**src/hdl/lfpd_pkg.sv**
```systemverilog
// ----------------------------------------------------------------------------
// lfpd_pkg: shared definitions for the line-follow PID drive
// Register indexes, reset values, fixed-point constants, sequencer states
// and the steering table of the wheel drive.
// ----------------------------------------------------------------------------
package lfpd_pkg;

    // Field widths
    localparam int DistW   = 11;
    localparam int HitsW   = 5;
    localparam int SpeedW  = 7;
    localparam int GainW   = 16;
    localparam int CmpW    = 10;
    localparam int FracW   = 10;
    localparam int ErrW    = 12;
    localparam int ISumW   = 20;
    localparam int CfgIdxW = 3;
    localparam int CfgDatW = 16;

    // Shared multiplier operand and product widths
    localparam int MulAW = 19;
    localparam int MulBW = 21;
    localparam int ProdW = 40;

    // Register indexes
    typedef enum logic [CfgIdxW-1:0] {
        REG_SETPOINT  = 3'd0,
        REG_THRESHOLD = 3'd1,
        REG_CRUISE    = 3'd2,
        REG_GAIN_P    = 3'd3,
        REG_GAIN_I    = 3'd4,
        REG_GAIN_D    = 3'd5
    } t_reg_idx;

    // Register reset values
    localparam logic [DistW-1:0]  RstSetpoint  = 11'd10;
    localparam logic [DistW-1:0]  RstThreshold = 11'd15;
    localparam logic [SpeedW-1:0] RstCruise    = 7'd60;
    localparam logic [GainW-1:0]  RstGainP     = 16'd2867;
    localparam logic [GainW-1:0]  RstGainI     = 16'd614;
    localparam logic [GainW-1:0]  RstGainD     = 16'd410;

    // PID output limit in Q12 and integral limit
    localparam logic signed [ProdW-1:0] OutLimitQ12 = 40'sd819200;
    localparam logic [7:0]              OutMax      = 8'd200;
    localparam logic signed [MulBW-1:0] ISumMax     = 21'sd524287;
    localparam logic signed [MulBW-1:0] ISumMin     = -21'sd524287;

    // Reciprocals for the constant divisions (multiply, then shift)
    localparam logic signed [MulAW-1:0] RecipFive     = 19'sd205;    // >> 10
    localparam logic signed [MulAW-1:0] RecipThousand = 19'sd134218; // >> 27
    localparam logic signed [MulAW-1:0] RecipTen      = 19'sd3277;   // >> 15

    // Wheel mapping slopes (per ten) and pulse offsets (us)
    localparam logic signed [MulAW-1:0] SlopeRight = 19'sd19;
    localparam logic signed [MulAW-1:0] SlopeLeft  = 19'sd21;
    localparam logic [10:0]             BaseRight  = 11'd1470;
    localparam logic [10:0]             BaseLeft   = 11'd1520;
    localparam logic [CmpW-1:0]         StopCmp    = 10'd750;

    // Sequencer states, one-hot
    typedef enum logic [14:0] {
        ST_IDLE  = 15'b000000000000001,
        ST_PREP  = 15'b000000000000010,
        ST_MUL_P = 15'b000000000000100,
        ST_MUL_I = 15'b000000000001000,
        ST_MUL_D = 15'b000000000010000,
        ST_SUM   = 15'b000000000100000,
        ST_CLAMP = 15'b000000001000000,
        ST_SPEED = 15'b000000010000000,
        ST_SPDQ  = 15'b000000100000000,
        ST_W_FR  = 15'b000001000000000,
        ST_W_QT  = 15'b000010000000000,
        ST_W_SL  = 15'b000100000000000,
        ST_W_DV  = 15'b001000000000000,
        ST_W_WR  = 15'b010000000000000,
        ST_FIN   = 15'b100000000000000
    } t_state;

    // Steering table: wheel fraction in thousandths, first matching case wins.
    // The cases on bits 4:3 are checked first, then centre bit 2, then bits 1:0.
    function automatic logic [FracW-1:0] steer_frac(input logic [HitsW-1:0] hits,
                                                    input logic left_side);
        logic [FracW-1:0] frac;
        frac = 10'd0;
        if (hits[3] || hits[4]) begin
            if (!left_side) begin
                frac = 10'd17;
            end else if (hits[3] && hits[4]) begin
                frac = 10'd900;
            end else if (hits[4]) begin
                frac = 10'd850;
            end else begin
                frac = 10'd450;
            end
        end else if (hits[2]) begin
            frac = left_side ? 10'd583 : 10'd833;
        end else if (hits[0] || hits[1]) begin
            if (left_side) begin
                frac = 10'd0;
            end else if (hits[0] && hits[1]) begin
                frac = 10'd750;
            end else if (hits[0]) begin
                frac = 10'd1000;
            end else begin
                frac = 10'd583;
            end
        end
        return frac;
    endfunction

endpackage

```
**src/hdl/line_follow_pid_drive.sv**
```systemverilog
// ----------------------------------------------------------------------------
// line_follow_pid_drive: obstacle-aware line-following wheel drive
// PID speed control on obstacle distance and line-sensor steering, giving
// two servo compare values per item.
// ----------------------------------------------------------------------------
// One input transfer yields one result transfer. Every multiplication goes
// through a single shared 19 x 21 bit signed multiplier with a registered
// product, stepped by a small sequencer, so the input is not ready while an
// item is in work. An item within the PID threshold runs the PID terms, clamp,
// speed scaling and two wheel passes (fraction, quotient, slope and divide
// steps on the multiplier, then a write); a far item goes straight to the
// wheel passes, and an item with no line seen skips them. A finished result
// waits in the output register, and the next item may be taken meanwhile.
// Registers are written over the configuration channel, which is always ready.
// ----------------------------------------------------------------------------
module line_follow_pid_drive (
    input  logic        i_clk,
    input  logic        i_rst_n,
    // Configuration write channel
    input  logic        i_cfg_valid,
    output logic        o_cfg_ready,
    input  logic [2:0]  i_cfg_index,
    input  logic [15:0] i_cfg_data,
    // Input stream
    input  logic        s_axis_tvalid,
    output logic        s_axis_tready,
    input  logic [15:0] s_axis_tdata,  // [10:0] distance_cm, [15:11] line_hits
    // Result stream
    output logic        m_axis_tvalid,
    input  logic        m_axis_tready,
    output logic [23:0] m_axis_tdata,  // [9:0] right_compare, [19:10] left_compare,
                                       // [23:20] zero
    output logic [1:0]  m_axis_tuser   // [0] pid_active, [1] stopped
);

    localparam int DistW  = lfpd_pkg::DistW;
    localparam int HitsW  = lfpd_pkg::HitsW;
    localparam int SpeedW = lfpd_pkg::SpeedW;
    localparam int GainW  = lfpd_pkg::GainW;
    localparam int CmpW   = lfpd_pkg::CmpW;
    localparam int ErrW   = lfpd_pkg::ErrW;
    localparam int ISumW  = lfpd_pkg::ISumW;
    localparam int MulAW  = lfpd_pkg::MulAW;
    localparam int MulBW  = lfpd_pkg::MulBW;
    localparam int ProdW  = lfpd_pkg::ProdW;

    // Configuration registers
    logic [DistW-1:0]  r_setpoint;
    logic [DistW-1:0]  r_threshold;
    logic [SpeedW-1:0] r_cruise;
    logic [GainW-1:0]  r_gain_p;
    logic [GainW-1:0]  r_gain_i;
    logic [GainW-1:0]  r_gain_d;

    // Controller state
    logic signed [ErrW-1:0]  r_last;
    logic signed [ISumW-1:0] r_isum;
    logic [CmpW-1:0]         r_held_right;
    logic [CmpW-1:0]         r_held_left;

    // Item work registers
    lfpd_pkg::t_state        r_state;
    lfpd_pkg::t_state        n_state;
    logic [DistW-1:0]        r_dist;
    logic [HitsW-1:0]        r_hits;
    logic                    r_active;
    logic                    r_left_side;
    logic signed [ErrW-1:0]  r_err;
    logic signed [ErrW:0]    r_diff;
    logic signed [ProdW-1:0] r_prod;
    logic signed [ProdW-1:0] r_acc;
    logic [7:0]              r_pid_out;
    logic [SpeedW-1:0]       r_speed;

    // Output register
    logic            r_mvalid;
    logic [CmpW-1:0] r_out_right;
    logic [CmpW-1:0] r_out_left;
    logic            r_out_active;
    logic            r_out_stopped;

    // Shared multiplier
    logic signed [MulAW-1:0] w_mul_a;
    logic signed [MulBW-1:0] w_mul_b;
    logic signed [ProdW-1:0] w_prod;

    // Combinational helpers
    logic                    w_in_xfer;
    logic signed [ErrW-1:0]  w_err;
    logic signed [ISumW-1:0] w_isum_base;
    logic signed [MulBW-1:0] w_isum_sum;
    logic signed [ISumW-1:0] w_isum_sat;
    logic                    w_match;
    logic                    w_stop;
    logic [8:0]              w_wheel_y;
    logic [10:0]             w_right_us;
    logic [10:0]             w_left_us;
    logic                    w_out_free;

    assign o_cfg_ready   = 1'b1;
    assign s_axis_tready = (r_state == lfpd_pkg::ST_IDLE);
    assign w_in_xfer     = s_axis_tvalid && s_axis_tready;
    assign w_out_free    = !r_mvalid || m_axis_tready;

    assign m_axis_tvalid = r_mvalid;
    assign m_axis_tdata  = {4'd0, r_out_left, r_out_right};
    assign m_axis_tuser  = {r_out_stopped, r_out_active};

    // Error, integral clear and saturation for the PID step
    always_comb begin
        w_err = $signed({1'b0, r_dist}) - $signed({1'b0, r_setpoint});
        if ((w_err == '0) || (w_err > $signed({1'b0, r_setpoint}))) begin
            w_isum_base = '0;
        end else begin
            w_isum_base = r_isum;
        end
        w_isum_sum = MulBW'(w_isum_base) + MulBW'(w_err);
        if (w_isum_sum > lfpd_pkg::ISumMax) begin
            w_isum_sat = ISumW'(lfpd_pkg::ISumMax);
        end else if (w_isum_sum < lfpd_pkg::ISumMin) begin
            w_isum_sat = ISumW'(lfpd_pkg::ISumMin);
        end else begin
            w_isum_sat = ISumW'(w_isum_sum);
        end
    end

    // Any sensor case matches when at least one line bit is set.
    assign w_match = (r_hits != '0);
    assign w_stop  = r_active && (r_dist < r_setpoint);

    // Wheel pulse from the scaled offset of the current pass
    assign w_wheel_y  = r_prod[23:15];
    assign w_right_us = lfpd_pkg::BaseRight - {2'b00, w_wheel_y};
    assign w_left_us  = lfpd_pkg::BaseLeft + {2'b00, w_wheel_y};

    // Operand selection for the shared multiplier
    always_comb begin
        w_mul_a = '0;
        w_mul_b = '0;
        unique case (r_state)
            lfpd_pkg::ST_MUL_P: begin
                w_mul_a = $signed({3'b000, r_gain_p});
                w_mul_b = MulBW'(r_err);
            end
            lfpd_pkg::ST_MUL_I: begin
                w_mul_a = $signed({3'b000, r_gain_i});
                w_mul_b = MulBW'(r_isum);
            end
            lfpd_pkg::ST_MUL_D: begin
                w_mul_a = $signed({3'b000, r_gain_d});
                w_mul_b = MulBW'(r_diff);
            end
            lfpd_pkg::ST_SPEED: begin
                w_mul_a = lfpd_pkg::RecipFive;
                w_mul_b = $signed({12'd0, r_pid_out, 1'b0});
            end
            lfpd_pkg::ST_W_FR: begin
                w_mul_a = $signed({12'd0, r_speed});
                w_mul_b = $signed({11'd0, lfpd_pkg::steer_frac(r_hits, r_left_side)});
            end
            lfpd_pkg::ST_W_QT: begin
                w_mul_a = lfpd_pkg::RecipThousand;
                w_mul_b = $signed({4'd0, r_prod[16:0]});
            end
            lfpd_pkg::ST_W_SL: begin
                w_mul_a = r_left_side ? lfpd_pkg::SlopeLeft : lfpd_pkg::SlopeRight;
                w_mul_b = $signed({14'd0, r_prod[33:27]});
            end
            lfpd_pkg::ST_W_DV: begin
                w_mul_a = lfpd_pkg::RecipTen;
                w_mul_b = $signed({9'd0, r_prod[11:0]});
            end
            default: begin
                w_mul_a = '0;
                w_mul_b = '0;
            end
        endcase
    end

    assign w_prod = w_mul_a * w_mul_b;

    // Next-state logic of the sequencer
    always_comb begin
        n_state = r_state;
        unique case (r_state)
            lfpd_pkg::ST_IDLE: begin
                if (w_in_xfer) begin
                    if (s_axis_tdata[10:0] <= r_threshold) begin
                        n_state = lfpd_pkg::ST_PREP;
                    end else if (s_axis_tdata[15:11] != '0) begin
                        n_state = lfpd_pkg::ST_W_FR;
                    end else begin
                        n_state = lfpd_pkg::ST_FIN;
                    end
                end
            end
            lfpd_pkg::ST_PREP:  n_state = lfpd_pkg::ST_MUL_P;
            lfpd_pkg::ST_MUL_P: n_state = lfpd_pkg::ST_MUL_I;
            lfpd_pkg::ST_MUL_I: n_state = lfpd_pkg::ST_MUL_D;
            lfpd_pkg::ST_MUL_D: n_state = lfpd_pkg::ST_SUM;
            lfpd_pkg::ST_SUM:   n_state = lfpd_pkg::ST_CLAMP;
            lfpd_pkg::ST_CLAMP: n_state = lfpd_pkg::ST_SPEED;
            lfpd_pkg::ST_SPEED: n_state = lfpd_pkg::ST_SPDQ;
            lfpd_pkg::ST_SPDQ:  n_state = w_match ? lfpd_pkg::ST_W_FR : lfpd_pkg::ST_FIN;
            lfpd_pkg::ST_W_FR:  n_state = lfpd_pkg::ST_W_QT;
            lfpd_pkg::ST_W_QT:  n_state = lfpd_pkg::ST_W_SL;
            lfpd_pkg::ST_W_SL:  n_state = lfpd_pkg::ST_W_DV;
            lfpd_pkg::ST_W_DV:  n_state = lfpd_pkg::ST_W_WR;
            lfpd_pkg::ST_W_WR:  n_state = r_left_side ? lfpd_pkg::ST_FIN : lfpd_pkg::ST_W_FR;
            lfpd_pkg::ST_FIN: begin
                if (w_out_free) begin
                    n_state = lfpd_pkg::ST_IDLE;
                end
            end
            default: n_state = lfpd_pkg::ST_IDLE;
        endcase
    end

    // Configuration registers
    always_ff @(posedge i_clk) begin
        if (!i_rst_n) begin
            r_setpoint  <= lfpd_pkg::RstSetpoint;
            r_threshold <= lfpd_pkg::RstThreshold;
            r_cruise    <= lfpd_pkg::RstCruise;
            r_gain_p    <= lfpd_pkg::RstGainP;
            r_gain_i    <= lfpd_pkg::RstGainI;
            r_gain_d    <= lfpd_pkg::RstGainD;
        end else if (i_cfg_valid) begin
            unique case (i_cfg_index)
                lfpd_pkg::REG_SETPOINT:  r_setpoint  <= i_cfg_data[DistW-1:0];
                lfpd_pkg::REG_THRESHOLD: r_threshold <= i_cfg_data[DistW-1:0];
                lfpd_pkg::REG_CRUISE:    r_cruise    <= i_cfg_data[SpeedW-1:0];
                lfpd_pkg::REG_GAIN_P:    r_gain_p    <= i_cfg_data;
                lfpd_pkg::REG_GAIN_I:    r_gain_i    <= i_cfg_data;
                lfpd_pkg::REG_GAIN_D:    r_gain_d    <= i_cfg_data;
                default: ;
            endcase
        end
    end

    // Sequencer, controller state and output register
    always_ff @(posedge i_clk) begin
        if (!i_rst_n) begin
            r_state       <= lfpd_pkg::ST_IDLE;
            r_last        <= '0;
            r_isum        <= '0;
            r_held_right  <= '0;
            r_held_left   <= '0;
            r_mvalid      <= 1'b0;
        end else begin
            r_state <= n_state;

            // Result transfer frees the output register.
            if (m_axis_tready) begin
                r_mvalid <= 1'b0;
            end

            // PID error terms and integral update
            if (r_state == lfpd_pkg::ST_PREP) begin
                r_last <= w_err;
                r_isum <= w_isum_sat;
            end

            // Wheel pass writes the held compare value of its side.
            if (r_state == lfpd_pkg::ST_W_WR) begin
                if (r_left_side) begin
                    r_held_left <= w_left_us[CmpW:1];
                end else begin
                    r_held_right <= w_right_us[CmpW:1];
                end
            end

            // Finish: stop override, then load the output register.
            if ((r_state == lfpd_pkg::ST_FIN) && w_out_free) begin
                r_mvalid <= 1'b1;
                if (w_stop) begin
                    r_held_right <= lfpd_pkg::StopCmp;
                    r_held_left  <= lfpd_pkg::StopCmp;
                end
            end
        end
    end

    // Item datapath registers
    always_ff @(posedge i_clk) begin
        r_prod <= w_prod;

        unique case (r_state)
            lfpd_pkg::ST_IDLE: begin
                if (w_in_xfer) begin
                    r_dist      <= s_axis_tdata[10:0];
                    r_hits      <= s_axis_tdata[15:11];
                    r_active    <= (s_axis_tdata[10:0] <= r_threshold);
                    r_speed     <= r_cruise;
                    r_left_side <= 1'b0;
                end
            end
            lfpd_pkg::ST_PREP: begin
                r_err  <= w_err;
                r_diff <= $signed({w_err[ErrW-1], w_err}) - $signed({r_last[ErrW-1], r_last});
            end
            lfpd_pkg::ST_MUL_I: begin
                r_acc <= r_prod;
            end
            lfpd_pkg::ST_MUL_D, lfpd_pkg::ST_SUM: begin
                r_acc <= r_acc + r_prod;
            end
            lfpd_pkg::ST_CLAMP: begin
                if (r_acc >= lfpd_pkg::OutLimitQ12) begin
                    r_pid_out <= lfpd_pkg::OutMax;
                end else if (r_acc < 0) begin
                    r_pid_out <= '0;
                end else begin
                    r_pid_out <= r_acc[19:12];
                end
            end
            lfpd_pkg::ST_SPDQ: begin
                r_speed <= r_prod[16:10];
            end
            lfpd_pkg::ST_W_WR: begin
                r_left_side <= 1'b1;
            end
            lfpd_pkg::ST_FIN: begin
                if (w_out_free) begin
                    r_out_right   <= w_stop ? lfpd_pkg::StopCmp : r_held_right;
                    r_out_left    <= w_stop ? lfpd_pkg::StopCmp : r_held_left;
                    r_out_active  <= r_active;
                    r_out_stopped <= w_stop;
                end
            end
            default: ;
        endcase
    end

endmodule
```
**config.mk**
```make
export PLATFORM = sky130hd
export DESIGN_NAME = line_follow_pid_drive
export DESIGN_NICKNAME = d
export VERILOG_FILES = /design/src/hdl/lfpd_pkg.sv /design/src/hdl/line_follow_pid_drive.sv
export SDC_FILE = /design/constraint.sdc
export NUM_CORES = 2
export LEC_CHECK = 0
export CORE_ASPECT_RATIO = 1.2
export CORE_MARGIN = 10
export CORE_UTILIZATION = 46
export DETAILED_ROUTE_END_ITERATION = 16
export DONT_BUFFER_PORTS = 1
export GPL_ROUTABILITY_DRIVEN = 0
export PLACE_DENSITY_LB_ADDON = 0.05
export SETUP_SLACK_MARGIN = 0.02
export SKIP_CTS_REPAIR_TIMING = 1
export SYNTH_ARGS = -nofsm -noshare
export SYNTH_HDL_FRONTEND = slang
export SYNTH_SLANG_ARGS = --single-unit
```
**constraint.sdc**
```tcl
create_clock -name i_clk -period 15.1 [get_ports i_clk]
set_clock_uncertainty 0.2 [all_clocks]
set_input_delay 4.53 -clock i_clk [delete_from_list [all_inputs] [get_ports i_clk]]
set_output_delay 4.53 -clock i_clk [all_outputs]
set_load 0.01 [all_outputs]
```
Word-level counts from Yosys, hierarchy flattened
Cells that the tools add are included.
Word-level totals
  output and inout bits: 29
  input bits: 40
  logic and storage cells: 133
  register bits after elaboration: 305
Operators by class
  add/subtract/negate cells: 6
  equal/unequal tests: 22
  mux-type cells: 39
  reductions and logical operators: 31
  $lt $le $gt $ge: 7
  multiply operators: 1
Operators by type and width (number)
  $pmux W15 S15: 1
  $pmux W21 S8: 1
  $mux W10: 15
  $pmux W18 S8: 1
  $mux W15: 6
  $pmux W40 S2: 1
  $mux W20: 3
  $add A40 B40 Y40: 1
  $ge A40 B21 Y1 const B: 1
  $lt A40 B1 Y1 const B: 1
  $mul A19 B21 Y40: 1
  $mux W9: 3
  $reduce_and A2 Y1: 11
  $add A20 B12 Y21: 1
  $gt A21 B20 Y1 const B: 1
  $lt A21 B20 Y1 const B: 1
  $eq A15 B1 Y1 const B: 1
  $eq A15 B10 Y1 const B: 1
  $eq A15 B11 Y1 const B: 1
  $eq A15 B12 Y1 const B: 1
  $eq A15 B13 Y1 const B: 1
  $eq A15 B14 Y1 const B: 1
  $eq A15 B15 Y1 const B: 1
  $eq A15 B2 Y1 const B: 1
  other kinds (33): 49

Logic depth before layout (Yosys ltp)
  depth after elaboration: 8
  gate-level depth with buffers: 36

Worst setup path after synthesis
No wires, ideal clock.
  path kind: flip-flop to flip-flop
  start point: register r_state[6]
  end point: register r_prod[30]
  period minus slack after synthesis: 8.056 ns
  buffers on the path: 3
  stages on the path, launching flop included: 31
  setup slack: 7.044 ns
  library setup time: 0.072 ns
  data arrival time: 7.784 ns
  cell sequence: dfxtp_1 > or3_1 > or2_4 > nor4_2 > buf_2 > buf_2 > a22o_1 > a221o_1 > buf_2 > nand2_1 > fa_1 > inv_1 > fa_1 > inv_1 > fa_1 > inv_1 > fa_1 > inv_1 > fa_1 > fa_1 > inv_1 > ha_1 > a2111o_1 > o2111ai_1 > o211a_1 > o41ai_2 > and2b_1 > o31a_1 > or3_1 > a21oi_1 > xnor2_1
Between the ends
  cells in the longest elaborated chain, start to end: 3
  elaborated cells on any way between the ends: 11
Ends and longest elaborated chain
  start, declared: line line_follow_pid_drive.sv:62  | lfpd_pkg::t_state r_state;
  start signal, assigned: line line_follow_pid_drive.sv:244  | r_state <= lfpd_pkg::ST_IDLE;
  start signal, assigned: line line_follow_pid_drive.sv:251  | r_state <= n_state;
  $eq A15 B13 Y1 (tied with other cells): line line_follow_pid_drive.sv:140  | unique case (r_state)
  $pmux W18 S8 or $pmux W21 S8 (tied branches): line line_follow_pid_drive.sv:140
  $mul A19 B21 Y40 (*): line line_follow_pid_drive.sv:180  | assign w_prod = w_mul_a * w_mul_b;
  named net w_prod[30]: line line_follow_pid_drive.sv:85  | logic signed [ProdW-1:0] w_prod;
  end signal, assigned: line line_follow_pid_drive.sv:286  | r_prod <= w_prod;
  end, declared: line line_follow_pid_drive.sv:70  | logic signed [ProdW-1:0] r_prod;
Mark *: on every way through the listed nets, which the timed path passes. The rest lies on a longest branch.
A chain may end at the register's enable or synchronous reset.

Worst setup path in the final report
  start point: register r_state[9]
  end point: register r_prod[38]
Same word-level chain as after synthesis.

==> results.sh <==
export IMPL_outcome="finished clean"
export IMPL_crit_fanout=48
export IMPL_syn_inst=3366
export IMPL_initial_utilization_pct=46.2
export IMPL_relSlewSlack_pct=5.99
export IMPL_seqPwrFrac_pct=40.7
export IMPL_final_setup_worst_slack_ps=5020
export IMPL_fin_crit_ps=10080
export IMPL_wl_per_cell_um=21.6
export IMPL_seqCellArea_sq_um=7310
export IMPL_grt_max_degree=75
export IMPL_die_h_um=298
export IMPL_timing_fmax_mhz=99.2
export IMPL_dp_cells=4097
export IMPL_grt_pass1_wl_um=140000
export IMPL_yosys_warnings=0
export IMPL_htreeDepth=2
export IMPL_worst_pin_slew_ps=1400
export IMPL_synth_area_sq_um=29700
export IMPL_synth_area_per_cell_sq_um=8.83
export IMPL_nFillCells=6192
export IMPL_post_layout_nonfiller_instances=4167
export IMPL_finalMaxSlewViolations=0
export IMPL_first_pass_iters=5
export IMPL_grt_usage_pct=24.1
export IMPL_critPathMaxStageDelay_ps=720
export IMPL_cp_slowest_cell="a221o_1"
export IMPL_p_leak_nw=14.6
export IMPL_vias=22879
export IMPL_drtIter0Drc=1632
export IMPL_drive_above_1_share_pct=5.13
export IMPL_ant_nets=0
export IMPL_grt_antenna_before_repair=2
export IMPL_min_period_over_period_pct=66.8
export IMPL_core_sq_um=64300
export IMPL_io_pins=69
export IMPL_irDropWorstVdd_v=0.0000735
export IMPL_worstPathRequired_ps=15400
export IMPL_dieArea_sq_um=75200
export IMPL_path_clk_slew_ps=70
export IMPL_ys_ff_latch=305
export IMPL_grt_ovfl_total=0
export IMPL_numClockSinks=305
export IMPL_maxCapViolations=0
export IMPL_synth_edf_count=120
export IMPL_syn2layout_area_growth_pct=6.89
export IMPL_power_frac_comb_pct=16.1
export IMPL_finalSetupTns_ps=0
export IMPL_ys_types=101
export IMPL_min_path_type="flip-flop to flip-flop"
export IMPL_p_switching_uw=651
export IMPL_end_kind="flip-flop"
export IMPL_clk_latency_ps=580
export IMPL_cts_root_buf="clkbuf_16"
export IMPL_cp_start_kind="flip-flop"
export IMPL_drc=0
export IMPL_power_density_nw_per_um2=70.2
export IMPL_critPathKind="flip-flop to flip-flop"
export IMPL_arrival_ps=10380
export IMPL_placed_cell_area_sq_um=30400
export IMPL_cts_buffers=38
export IMPL_num_nets_final=3906
export IMPL_fp_dieW_um=252
export IMPL_ys_seq_area_share_pct=24.6
export IMPL_viasPerCell=5.49
export IMPL_swShare_pct=29.2
export IMPL_dp_hpwl_um=71500
export IMPL_p_int_mw=1.58
export IMPL_rsz0062_at_grt="no"
export IMPL_synth_ff_type="dfxtp_1"
export IMPL_postSynth_asyncResetShare_pct=0
export IMPL_hold_viol_final=0
export IMPL_antenna_cells=0
export IMPL_setup_violations=0
export IMPL_grt_pass1_vias=24047
export IMPL_final_area_sq_um=31800
export IMPL_rows=102
export IMPL_multi_input_area_sq_um=19600
export IMPL_p_clk_share_pct=43.3
export IMPL_place_ws_ps=5180
export IMPL_clk_path_buf_depth=3
export IMPL_crit_top_cell="fa_1"
export IMPL_cts_tree="yes"
export IMPL_drt_wl_total_um=90000
export IMPL_portBuffers=0
-- cells in the final DEF (no fill, tap or decap), types with 23 or more instances in the layout --
cell / Yosys / layout
nor3_1: 23 / 23
inv_1: 581 / 580
nor2_1: 210 / 209
dfxtp_1: 185 / 185
fa_1: 351 / 351
edfxtp_1: 120 / 120
a21o_1: 60 / 60
and2_1: 55 / 55
nor2b_1: 50 / 50
ha_1: 210 / 210
clkbuf_16: 0 / 39
nand2_1: 525 / 525
nand2b_1: 40 / 39
o21ai_0: 112 / 112
xnor2_1: 78 / 78
buf_4: 16 / 34
xor2_1: 39 / 39
nand3_1: 54 / 54
a21oi_1: 184 / 184
-- critical path, delay by kind of cell, from the launching register on --
family / cells / cell delay [ps]
adders and majority gates: 7 / 3360
xor gates and xnor gates: 1 / 150
and+or+nand+nor: 8 / 2170
DFF: 1 / 380
AOI/OAI and AO/OA: 9 / 2930
buffers and inverters: 6 / 760
-- power by group through the flow --
stage,clock network (mW),logic [mW],registers (mW)
finish,0.966,0.358,0.907
global placement,0,0.347,0.925
floorplan,0,0.261,0.912
detailed placement,0,0.355,0.925
global route,1.02,0.398,0.910
CTS,0.983,0.357,0.907
-- area by class of cell --
cell class / instances / area share (%)
multi-input cells: 2345 / 61.8
flip-flops and latches: 305 / 23.0
inverters: 581 / 6.86
clock buffers: 53 / 3.55
well taps: 832 / 3.28
repair buffers: 34 / 0.803
clock inverters: 17 / 0.666
-- final timing paths --
kind                      from      endpoint  slack (ps)  cells past startpoint
setup / recovery    r_state[9]    r_prod[38]        5020                     31
hold / removal    r_gain_i[12]  r_gain_i[12]         250                      2
setup reg to reg    r_state[9]    r_prod[38]        5020                     31
hold reg to reg   r_gain_i[12]  r_gain_i[12]         250                      2
-- state kept, by name, summed over array words and instances (netlist names), 11 cells and up --
| name | cells |
|---|---|
| r_acc | 40 |
| r_diff | 13 |
| r_dist | 11 |
| r_err | 12 |
| r_gain_d | 16 |
| r_gain_i | 16 |
| r_gain_p | 16 |
| r_isum | 20 |
| r_last | 12 |
| r_prod | 40 |
| r_setpoint | 11 |
| r_state | 15 |
| r_threshold | 11 |
-- cells in the mapped netlist (9+ instances only) --
| cell type | n | area [sq um] |
|---|---|---|
| a31oi_1 | 12 | 75.1 |
| a211o_1 | 9 | 78.8 |
| nor4_1 | 12 | 75.1 |
| a21boi_0 | 15 | 113 |
| nand2b_1 | 40 | 250 |
| a211oi_1 | 17 | 128 |
| a21oi_1 | 184 | 921 |
| xor2_1 | 39 | 342 |
| nand4_1 | 19 | 119 |
| o21a_1 | 15 | 113 |
| or3_1 | 12 | 75.1 |
| and2_1 | 55 | 344 |
| nor3_1 | 23 | 115 |
| nor2b_1 | 50 | 313 |
| nor2_1 | 210 | 788 |
| nand2_1 | 525 | 1970 |
| a21o_1 | 60 | 450 |
| ha_1 | 210 | 2630 |
| xnor2_1 | 78 | 683 |
| clkbuf_1 | 74 | 278 |
| o21ai_0 | 112 | 561 |
| nand3_1 | 54 | 270 |
| dfxtp_1 | 185 | 3700 |
| o21bai_1 | 11 | 82.6 |
| buf_4 | 16 | 120 |
| buf_2 | 45 | 225 |
| a221oi_1 | 10 | 87.6 |
| inv_1 | 581 | 2180 |
| edfxtp_1 | 120 | 3600 |
| a222oi_1 | 9 | 90.1 |
| and3_1 | 15 | 93.8 |
| fa_1 | 351 | 7030 |
| a22oi_1 | 17 | 128 |
| o221a_2 | 12 | 135 |
-- stage by stage --
stage	utilization (%)	power (mW)	hold WS, ps
final	49.4	2.23	253
after global routing	49.4	2.32	278
after CTS	49.4	2.25	256
after detailed placement	47.3	1.28	248
after global placement	47.3	1.27	237
after floorplan	-	1.17	226
-- metal layers --
metal	vias to the layer above	wire (um)	global-route usage, %
met5	-	0	0
met4	0	3510	9.07
met3	159	6020	5.25
met2	655	43700	41.4
met1	11333	36800	29.2
li1	10732	-	-
-- cell families (layout without fill, tap and decap cells) --
family	Yosys count	count (layout)	synth area share, %
buffers and inverters	723	685	9.58
DFF	305	305	24.6
other	2	9	0.0253
and+or+nand+nor	1069	1069	16.4
muxes	10	10	0.370
xor gates and xnor gates	118	118	3.50
adders and majority gates	561	561	32.5
AOI/OAI and AO/OA	578	578	13.1
Power figures use the tool's default switching activity.
